`src/hdl/rmq_pkg.sv`:
```
// Shared constants and width helpers for the rotation matrix to quaternion block.
// No dependencies; every other file imports this package.
package rmq_pkg;

	localparam int FRAC_BITS_DEF = 16;
	localparam int IN_W          = 18;
	localparam int OUT_W         = 18;
	localparam int N_COMP        = 4;
	localparam int NORM_TOP      = 29;
	localparam int NORM_STEPS    = 5;
	localparam int FIFO_DEPTH    = 2;

	// magnitude of any scaled component before normalization
	function automatic int mag_w(input int f);
		return ((f > 19) ? f : 19) + 1;
	endfunction

	// width of a normalized magnitude
	function automatic int norm_w(input int f);
		return (mag_w(f) > NORM_TOP + 1) ? mag_w(f) : NORM_TOP + 1;
	endfunction

	// sum of four squares of normalized magnitudes
	function automatic int sum_w(input int f);
		return 2 * norm_w(f) + 2;
	endfunction

	function automatic int root_w(input int f);
		return norm_w(f) + 1;
	endfunction

	// classified item: degenerate flag and four signed components
	function automatic int item_w(input int f);
		return 1 + N_COMP * (mag_w(f) + 1);
	endfunction

endpackage

```
`src/hdl/rmq_fifo.sv`:
```
// Short queue between the front end and the arithmetic back end.
// Depends on rmq_pkg for its depth.
module rmq_fifo import rmq_pkg::*; #(
	parameter int DW = 8
) (
	input  logic          clk,
	input  logic          arst_n,
	input  logic          push,
	input  logic [DW-1:0] wdata,
	output logic          full,
	output logic          vld,
	output logic [DW-1:0] rdata
);

	localparam int PW = (FIFO_DEPTH > 1) ? $clog2(FIFO_DEPTH) : 1;
	localparam int CW = $clog2(FIFO_DEPTH + 1);

	logic [DW-1:0] mem_q [FIFO_DEPTH];
	logic [PW-1:0] wp_q;
	logic [PW-1:0] rp_q;
	logic [CW-1:0] cnt_q;

	assign full  = cnt_q == CW'(FIFO_DEPTH);
	assign vld   = cnt_q != '0;
	assign rdata = mem_q[rp_q];

	always_ff @(posedge clk or negedge arst_n) begin
		if (!arst_n) begin
			wp_q  <= '0;
			rp_q  <= '0;
			cnt_q <= '0;
		end else begin
			if (push) begin
				wp_q <= (wp_q == PW'(FIFO_DEPTH - 1)) ? '0 : wp_q + 1'b1;
			end
			// the back end never stalls: drop the head every cycle it is there
			if (vld) begin
				rp_q <= (rp_q == PW'(FIFO_DEPTH - 1)) ? '0 : rp_q + 1'b1;
			end
			cnt_q <= cnt_q + CW'(push) - CW'(vld);
		end
	end

	always_ff @(posedge clk) begin
		if (push) begin
			mem_q[wp_q] <= wdata;
		end
	end

endmodule

```
`config.mk`:
```
export PLATFORM = sky130hd
export DESIGN_NAME = rmq_fifo
export DESIGN_NICKNAME = d
export VERILOG_FILES = /design/src/hdl/rmq_pkg.sv /design/src/hdl/rmq_fifo.sv
export SDC_FILE = /design/constraint.sdc
export NUM_CORES = 1
export LEC_CHECK = 0
export ABC_AREA = 0
export BUFFER_PORTS_ARGS = -buffer_cell sky130_fd_sc_hd__buf_4
export CORE_MARGIN = 4
export CORE_UTILIZATION = 49
export DETAILED_ROUTE_END_ITERATION = 10
export GPL_TIMING_DRIVEN = 0
export PLACE_DENSITY = 0.75
export SLEW_MARGIN = 40
export SYNTH_ARGS = -nofsm -noshare
export SYNTH_HDL_FRONTEND = slang
export SYNTH_SLANG_ARGS = --single-unit
```
`constraint.sdc`:
```
create_clock -name clk -period 1.4 [get_ports clk]
set_input_delay 0.28 -clock clk [delete_from_list [all_inputs] [get_ports clk]]
set_output_delay 0.28 -clock clk [all_outputs]
set_load 0.05 [all_outputs]
```
# Yosys cells after proc, flatten, opt, wreduce, memory -nomap -nowiden
# Memories as Yosys holds them, arrays and structs flattened.
# Cells that the tools add are included.
[word_totals] mem_count=1 inputBits=11 word_cells=14 mem_bits_rw=16 reg_bits=4 output_inout_bits=10
[memory_table] name="mem_q" depth=2 word_bits=8 read_ports=1 rd_ports_with_merged_regs=0 write_ports=1 line="rmq_fifo.sv:18" rtl="logic [DW-1:0] mem_q [FIFO_DEPTH];"
[op_classes] addsub=4 n_reduce_logical=1 n_eq_ne=1 n_mux=4
[op_table] cell="$mux W1" count=4
[op_table] cell="$add A1 B1 Y1 const B" count=2
[op_table] cell="$add A2 B1 Y2" count=1
[op_table] cell="$eq A2 B2 Y1 const B" count=1
[op_table] cell="$reduce_bool A2 Y1" count=1
[op_table] cell="$sub A2 B1 Y2" count=1

# Depth between registers and ports, before layout
# Gate-level depths: netlist of run 1.
[depth] ltp_word=2 mapped_depth=3

# Least setup slack after synthesis of run 1
# OpenSTA, ideal clock, no wires.
[synth_path] path_kind="reg2out" startpoint="register cnt_q[0]" endpoint="output full" required_time_ns=1.120 path_buffers=0 path_stages_with_launch=2 arrival_ns=1.089 path_slack_ns=0.031 path_cell_list="dfrtp_1 > nor2b_1"
[synth_between] elab_chain_cells=1
[synth_lines] item="start: declaration" line="rmq_fifo.sv:21" rtl="logic [CW-1:0] cnt_q;"
[synth_lines] item="start signal: assignment" line="rmq_fifo.sv:40" rtl="cnt_q <= cnt_q + CW'(push) - CW'(vld);"
[synth_lines] item="$eq A2 B2 Y1" line="rmq_fifo.sv:23" rtl="assign full = cnt_q == CW'(FIFO_DEPTH);"
[synth_lines] item="end: declaration" line="rmq_fifo.sv:10" rtl="output logic full,"
# No other way between the ends.

# Worst setup path after layout of run 1
[layout_path] startpoint="register rp_q" endpoint="output rdata[0]"
[layout_between] elab_chain_cells=1
[layout_lines] item="start: declaration" line="rmq_fifo.sv:20" rtl="logic [PW-1:0] rp_q;"
[layout_lines] item="start signal: assignment" line="rmq_fifo.sv:38" rtl="rp_q <= (rp_q == PW'(FIFO_DEPTH - 1)) ? '0 : rp_q + 1'b1;"
[layout_lines] item="$mem_v2 Z2 W8"
[layout_lines] item="end: declaration" line="rmq_fifo.sv:12" rtl="output logic [DW-1:0] rdata"
# No other way between the ends.

==> results of run 1 <==
==> worst paths after layout <==
kind | from | to | slack (ns)
setup reg to reg | wp_q | mem_q[1][4] | 0.25
hold reg to reg | wp_q | wp_q | 0.51
max in group asynchronous | arst_n | cnt_q[0] | 1.00
setup / recovery | rp_q | rdata[0] | -0.18
hold / removal | wdata[1] | mem_q[0][1] | 0.17
min in group asynchronous | arst_n | wp_q | 0.30
==> worst max-delay path: cells and delay by family, from the launching register on <==
| family | cells | cell delay (ns) |
|---|---|---|
| muxes | 1 | 0.31 |
| DFF | 1 | 0.39 |
| buffers and inverters | 2 | 0.30 |
==> area by class of cell <==
class	instances	area (µm²)	area share, %
buffer	1	11.3	1.07
clock buffer	3	22.5	2.13
clock inverter	1	3.75	0.355
multi-input combinational	18	201	19.1
sequential	20	581	55.0
tap	16	20.0	1.90
timing repair buffer	23	216	20.5
==> stage by stage <==
stage	area, µm²	total power, mW	setup TNS, ns	setup WS (ns)
4_1_cts	1050	2.13	-1.48	-0.193
5_1_grt	1060	2.21	-1.94	-0.239
3_3_place_gp	958	1.73	0	0.0354
6_report	1060	2.11	-1.37	-0.177
3_5_place_dp	958	1.75	0	0.0186
2_1_floorplan	788	1.52	0	0.0312
==> power by group through the flow <==
stage | Combinational, mW | Clock [mW] | Sequential (mW)
after global routing | 1.06 | 0.308 | 0.841
after floorplan | 0.701 | 0 | 0.823
final | 1.02 | 0.270 | 0.826
after CTS | 1.03 | 0.281 | 0.825
after detailed placement | 0.910 | 0 | 0.840
after global placement | 0.903 | 0 | 0.827
==> repair_timing <==
item / 4_1_cts / 5_1_grt
hold buffers: 1 / 0
endpoints found under the setup margin: 9 / 18
gates resized for setup: 10 / 3
hold endpoints to repair: 4 / 0
setup buffers: 2 / 0
==> state kept, by name, indices dropped and copies added (netlist names) <==
signal  count
mem_q      16
wp_q        1
cnt_q       2
rp_q        1
==> cell families (layout without fill, tap and decap cells) <==
kind of cell	Yosys count	in the layout	share of synthesized area [%]
adders and majority gates	1	1	1.59
DFF	20	20	73.7
and+or+nand+nor	6	6	4.76
xor gates and xnor gates	3	3	3.33
buffers and inverters	1	28	1.43
muxes	8	8	15.2
==> layout by cell type, fill, tap and decap left out, types with 2 or more instances in the layout <==
cell type and n:
buf_4 12, buf_6 10, clkbuf_4 3, dfrtp_1 4, edfxtp_1 16, mux2_4 8
nor2b_2 2, xor2_1 2
==> per-layer routing <==
layer	vias up	wire length (µm)
met4	0	15
li1	198	-
met2	11	683
met1	188	505
met5	-	0
met3	2	51
==> synthesized netlist by cell type <==
master,number,area (µm²)
nor2b_1,3,18.8
mux2_4,8,120
dfrtp_1,4,100
ha_1,1,12.5
xnor2_1,1,8.76
and2_1,1,6.26
edfxtp_1,16,480
or2_4,1,8.76
buf_6,1,11.3
nand2_1,1,3.75
xor2_1,2,17.5
==> metrics.md, run 1 <==
| Metric | Value |
|---|---|
| Post-Synthesis Cells | 39 |
| Share of power burned in registers | 39.1% |
| Critical path peak fanout | 9 |
| Die area | 2310 µm² |
| Global placer's final weighted congestion | 0.607 |
| CTS Sinks | 20 |
| Netlist Area Pre-Place | 788 µm² |
| Power Density | 2000 nW/µm² |
| First-pass GRT wire length | 1.93 mm |
| Tcrit/Tclk final | 113% |
| Clock Pin Slew Worst Setup and Hold Paths | 0.11 ns |
| Worst VDD drop | 0.000924 V |
| Initial antenna violation count | 0 |
| Final Non-Filler Cells | 82 |
| Fin Hold WS | between 0.15 and 0.2 ns |
| Drt first pass iters | 3 |
| Status | finished with violations |
| Fmax | 634 MHz |
| Actual slew at the worst max-slew pin | 0.426 ns |
| Distinct cells, synth | 11 |
| Final net count | 79 |
| Worst setup slack after layout | -0.177 ns |
| Root Buffer | clkbuf_4 |
| Critical path class | reg2out |
| # rows | 14 |
| DRC viols | 0 |
| P_leak | 0.444 nW |
| Final hold vios | 0 |
| Fill cells | between 100 and 150 |
| GRT Residual Overflow | 0 |
| Post-DRT Antenna Nets | 0 |
| Post-Route WL | approximately 1.3 mm |
| Final Slew Violations | 0 |
| Vias in the first global route | 435 |
| Core area | 1510 µm² |
| Drt wl/cell | 15.3 µm |
| Met1 Use GR | 15.9% |
| Sequential-to-total area share from yosys stat | 73.7% |
| Switch share | 37.0% |
| RSZ-0062 raised after global routing | true |
| Die Y | slightly below 50 µm |
| Max stage delay on crit path | a little under 0.4 ns |
| I/O Buffers | 20 |
| NetSw | 783 µW |
| Drt first-iter violations | 13 |
| Vias | 399 |
| Antenna cells | 0 |
| Top Usage Layer GRT | met2 |
| Placed Instances | 75 |
| Most frequent CP cell | buf_6 |
| Starting Density | 52.3% |
| Avg Inst Size Synth | 20.2 µm² |
| GRT met3 Usage | 2.21% |
| Synth warnings | 0 |
| CTS tree | done |
| Worst Path Arrival | approximately 1.3 ns |
| Tmin final | 1.58 ns |
| Logic pwr share | about half |
| Pint | 1.33 mW |
| Vias per cell | ~4.9 |
| Layout cells sized above 1 | 56.1% |
| GR Util met2 | 22.2% |
| Setup violators final | 9 |
| Area Growth Syn to Fin | 34.0% |
| Worst skew pair latency | about 0.29 ns |
| Critical path endpoint category | output pin |
| Failing checks | negative setup slack |
| Worst Reg-to-Reg Cells | 1 |
| Largest net degree at the start of global routing | 12 |
| Max_slew headroom | 71.5% |
| Mapped Nets | a little over 50 |
| MaxCap Viol Count | 0 |
| Num ports | 21 |
| Final Util | 70.1% |
| Die width | 48.1 µm |
| Clock skew | roughly 0.0063 ns |
| Crit-path cells | buf_6 -> mux2_4 -> buf_6 |
| Overall global routing resource usage | 13.0% |
| H-tree levels | 1 |
| CTS Buffer Depth | 2 |
| TritonCTS Buffers | 3 |
| Critical path's slowest cell | dfrtp_1 |
| #FFs+latches synth | 20 |
| Worst path required time | 1.12 ns |
| Hold path cells | 1 |
| Clock power share | about an eighth |
| Hold Path Class | in2reg |
| Crit path launch type | register |
(Power assumes the default switching activity.)
==> run 2: changes to the inputs <==
--- a/config.mk
+++ b/config.mk
@@ -12,6 +12,7 @@
 export DETAILED_ROUTE_END_ITERATION = 10
 export GPL_TIMING_DRIVEN = 0
 export PLACE_DENSITY = 0.75
+export REMOVE_ABC_BUFFERS = 1
 export SLEW_MARGIN = 40
 export SYNTH_ARGS = -nofsm -noshare
 export SYNTH_HDL_FRONTEND = slang
==> metrics.md, run 2 (synthesized netlist as in run 1, its figures left out) <==
| Metric | Value |
|---|---|
| Status | finished with violations |
| Failing checks | negative setup slack |
| Critical path peak fanout | 5 (-4) |
| Final Non-Filler Cells | 83 (+1.2%) |
| Layout cells sized above 1 | 58.2% (+2.1 points) |
| Crit path capture | rdata[1] |
| Final hold vios | 0 (unchanged) |
| Max reg flops | 16 (unchanged) |
| CTS Buffer Depth | 2 (unchanged) |
| CTS Sinks | 20 (unchanged) |
| Actual slew at the worst max-slew pin | 0.438 ns (+0.0126 ns) |
| Clock Pin Slew Worst Setup and Hold Paths | 0.11 ns (about the same) |
| Worst Reg-to-Reg Cells | 1 (unchanged) |
| Post-Route WL | 1.15 mm (-8.1%) |
| DRC viols | 0 (unchanged) |
| Critical path endpoint category | output pin |
| Root Buffer | clkbuf_4 |
| Critical path's slowest cell | dfrtp_2 |
| Area Growth Syn to Fin | 39.0% |
| Initial antenna violation count | 0 (unchanged) |
| Worst skew pair latency | 0.29 ns (about the same) |
| Fmax | 623 MHz (-1.7%) |
| Tmin final | 1.60 ns (+0.0272 ns) |
| First-pass GRT wire length | 1.70 mm (-12%) |
| Global placer's final weighted congestion | 0.606 (-0.13%) |
| Crit-path cells | buf_6 -> mux2_4 -> buf_8 |
| Tcrit/Tclk final | 115% (+1.9 points) |
| Vias in the first global route | 401 (-7.8%) |
| Drt first-iter violations | 0 (-13) |
| Final Slew Violations | 0 (unchanged) |
| Fill cells | 95 (-17%) |
| Power Density | 2150 nW/µm² (+7.3%) |
| Total Power | 2.35 mW (+11%) |
| TritonCTS Buffers | 3 (unchanged) |
| Register with the most flip-flops | mem_q |
| Largest regs | mem_q (16), cnt_q (2) |
| Drt first pass iters | 1 (-2) |
| Worst VDD drop | 0.00133 V (+44%) |
| Vias per cell | 4.77 (-1.9%) |
| Crit path launch type | register |
| # rows | 14 (unchanged) |
| Vias | 396 (-0.75%) |
| Num ports | 21 (unchanged) |
| Final net count | 80 (+1.3%) |
| Largest net degree at the start of global routing | 13 (+1) |
| Max stage delay on crit path | 0.43 ns (+0.04 ns) |
| P_leak | 0.465 nW (+4.6%) |
| Drt wl/cell | 13.9 µm (-9.2%) |
| MaxCap Viol Count | 0 (unchanged) |
| FF-to-FF setup slack | 0.26 ns (about the same) |
| GRT Residual Overflow | 0 (unchanged) |
| Most frequent cells in the layout | edfxtp_1, buf_4, mux2_4, buf_6 |
| Setup violators final | 9 (unchanged) |
| CTS tree | done |
| FF-to-FF End | mem_q[0][3] |
| Worst Setup SP | rp_q |
| Post-DRT Antenna Nets | 0 (unchanged) |
| Commonest non-fill, non-tap cell in the layout | edfxtp_1 |
| Overall global routing resource usage | 11.1% (-1.9 points) |
| H-tree levels | 1 (unchanged) |
| Starting Density | 52.3% (unchanged) |
| Max_slew headroom | 70.7% (-0.84 points) |
| Antenna cells | 0 (unchanged) |
| RSZ-0062 raised after global routing | true |
| Die Y | 48.1 µm (unchanged) |
| Fin Hold WS | 0.160 ns (-0.00536 ns) |
| Worst Path Arrival | 1.32 ns (+0.02 ns) |
| I/O Buffers | 20 (unchanged) |
| Setup_tns | -1.54 ns (-0.172 ns) |
| Hold path cells | 1 (unchanged) |
| Die width | 48.1 µm (unchanged) |
| Hold Path Class | in2reg |
| Reg2reg start | wp_q |
| Worst path required time | 1.12 ns (about the same) |
| Die area | 2310 µm² (unchanged) |
| Placed Instances | 74 (-1.3%) |
| Core area | 1510 µm² (unchanged) |
| Clock skew | 0.00817 ns (+0.00183 ns) |
| Critical path class | reg2out |
| Worst setup slack after layout | -0.205 ns (-0.0272 ns) |
run 2: cell types whose count changed in the layout (fill, tap and decap cells not counted), sizes merged:
cell,before,now
buf,23,24
bufinv,0,1
clkinv,1,0
run 2: routing by layer:
layer  vias to the layer above  track usage [%]  wire length (µm)
li1                        198                -                 -
met1                       189             13.1               479
met2                         9             19.5               616
met3                         0             2.21                58
met4                         0             4.84                 0
met5                         -                0                 0
run 2: power by group:
group | total [mW] | internal, mW | leakage, nW | switching (mW)
sequential | 0.831 | 0.782 | 0.198 | 0.0486
combinational | 1.06 | 0.484 | 0.239 | 0.580
clock | 0.457 | 0.289 | 0.0279 | 0.168
run 2: through the flow:
stage / area, µm² / setup slack (ns) / utilization (%)
2_1_floorplan: 777 / 0.0312 / -
3_3_place_gp: 947 / -0.0632 / 62.9
3_5_place_dp: 947 / -0.0752 / 62.9
4_1_cts: 1080 / -0.207 / 71.8
5_1_grt: 1100 / -0.246 / 72.8
6_report: 1100 / -0.205 / 72.8
run 2: worst min-delay path by stage:
stage               startpoint          end
CTS                   wdata[1]  mem_q[1][1]
global placement        arst_n     cnt_q[1]
detailed placement      arst_n         rp_q
floorplan               arst_n     cnt_q[0]
global route          wdata[7]  mem_q[1][7]
finish                wdata[4]  mem_q[1][4]
run 2: layout make-up:
| type | instances | area [µm²] | share of cell area [%] |
|---|---|---|---|
| clock buffers | 3 | 22.5 | 2.05 |
| flip-flops and latches | 20 | 582 | 53.1 |
| multi-input cells | 18 | 199 | 18.2 |
| clock inverters | 1 | 30.0 | 2.74 |
| repair buffers | 25 | 243 | 22.1 |
| well taps | 16 | 20.0 | 1.83 |
run 2: critical path: cells and delay by family, from the launching register on:
family	cells	cell delay, ns
buf+inv	2	0.29
flops	1	0.43
mux	1	0.31
run 2: what timing repair did:
item / in CTS / in global routing
buffers inserted: 3 / 1
hold buffers: 1 / 0
endpoints found under the setup margin: 9 / 17
gates resized for setup: 15 / 2
endpoints found under the hold margin: 4 / 0
pin swaps: 0 / 1
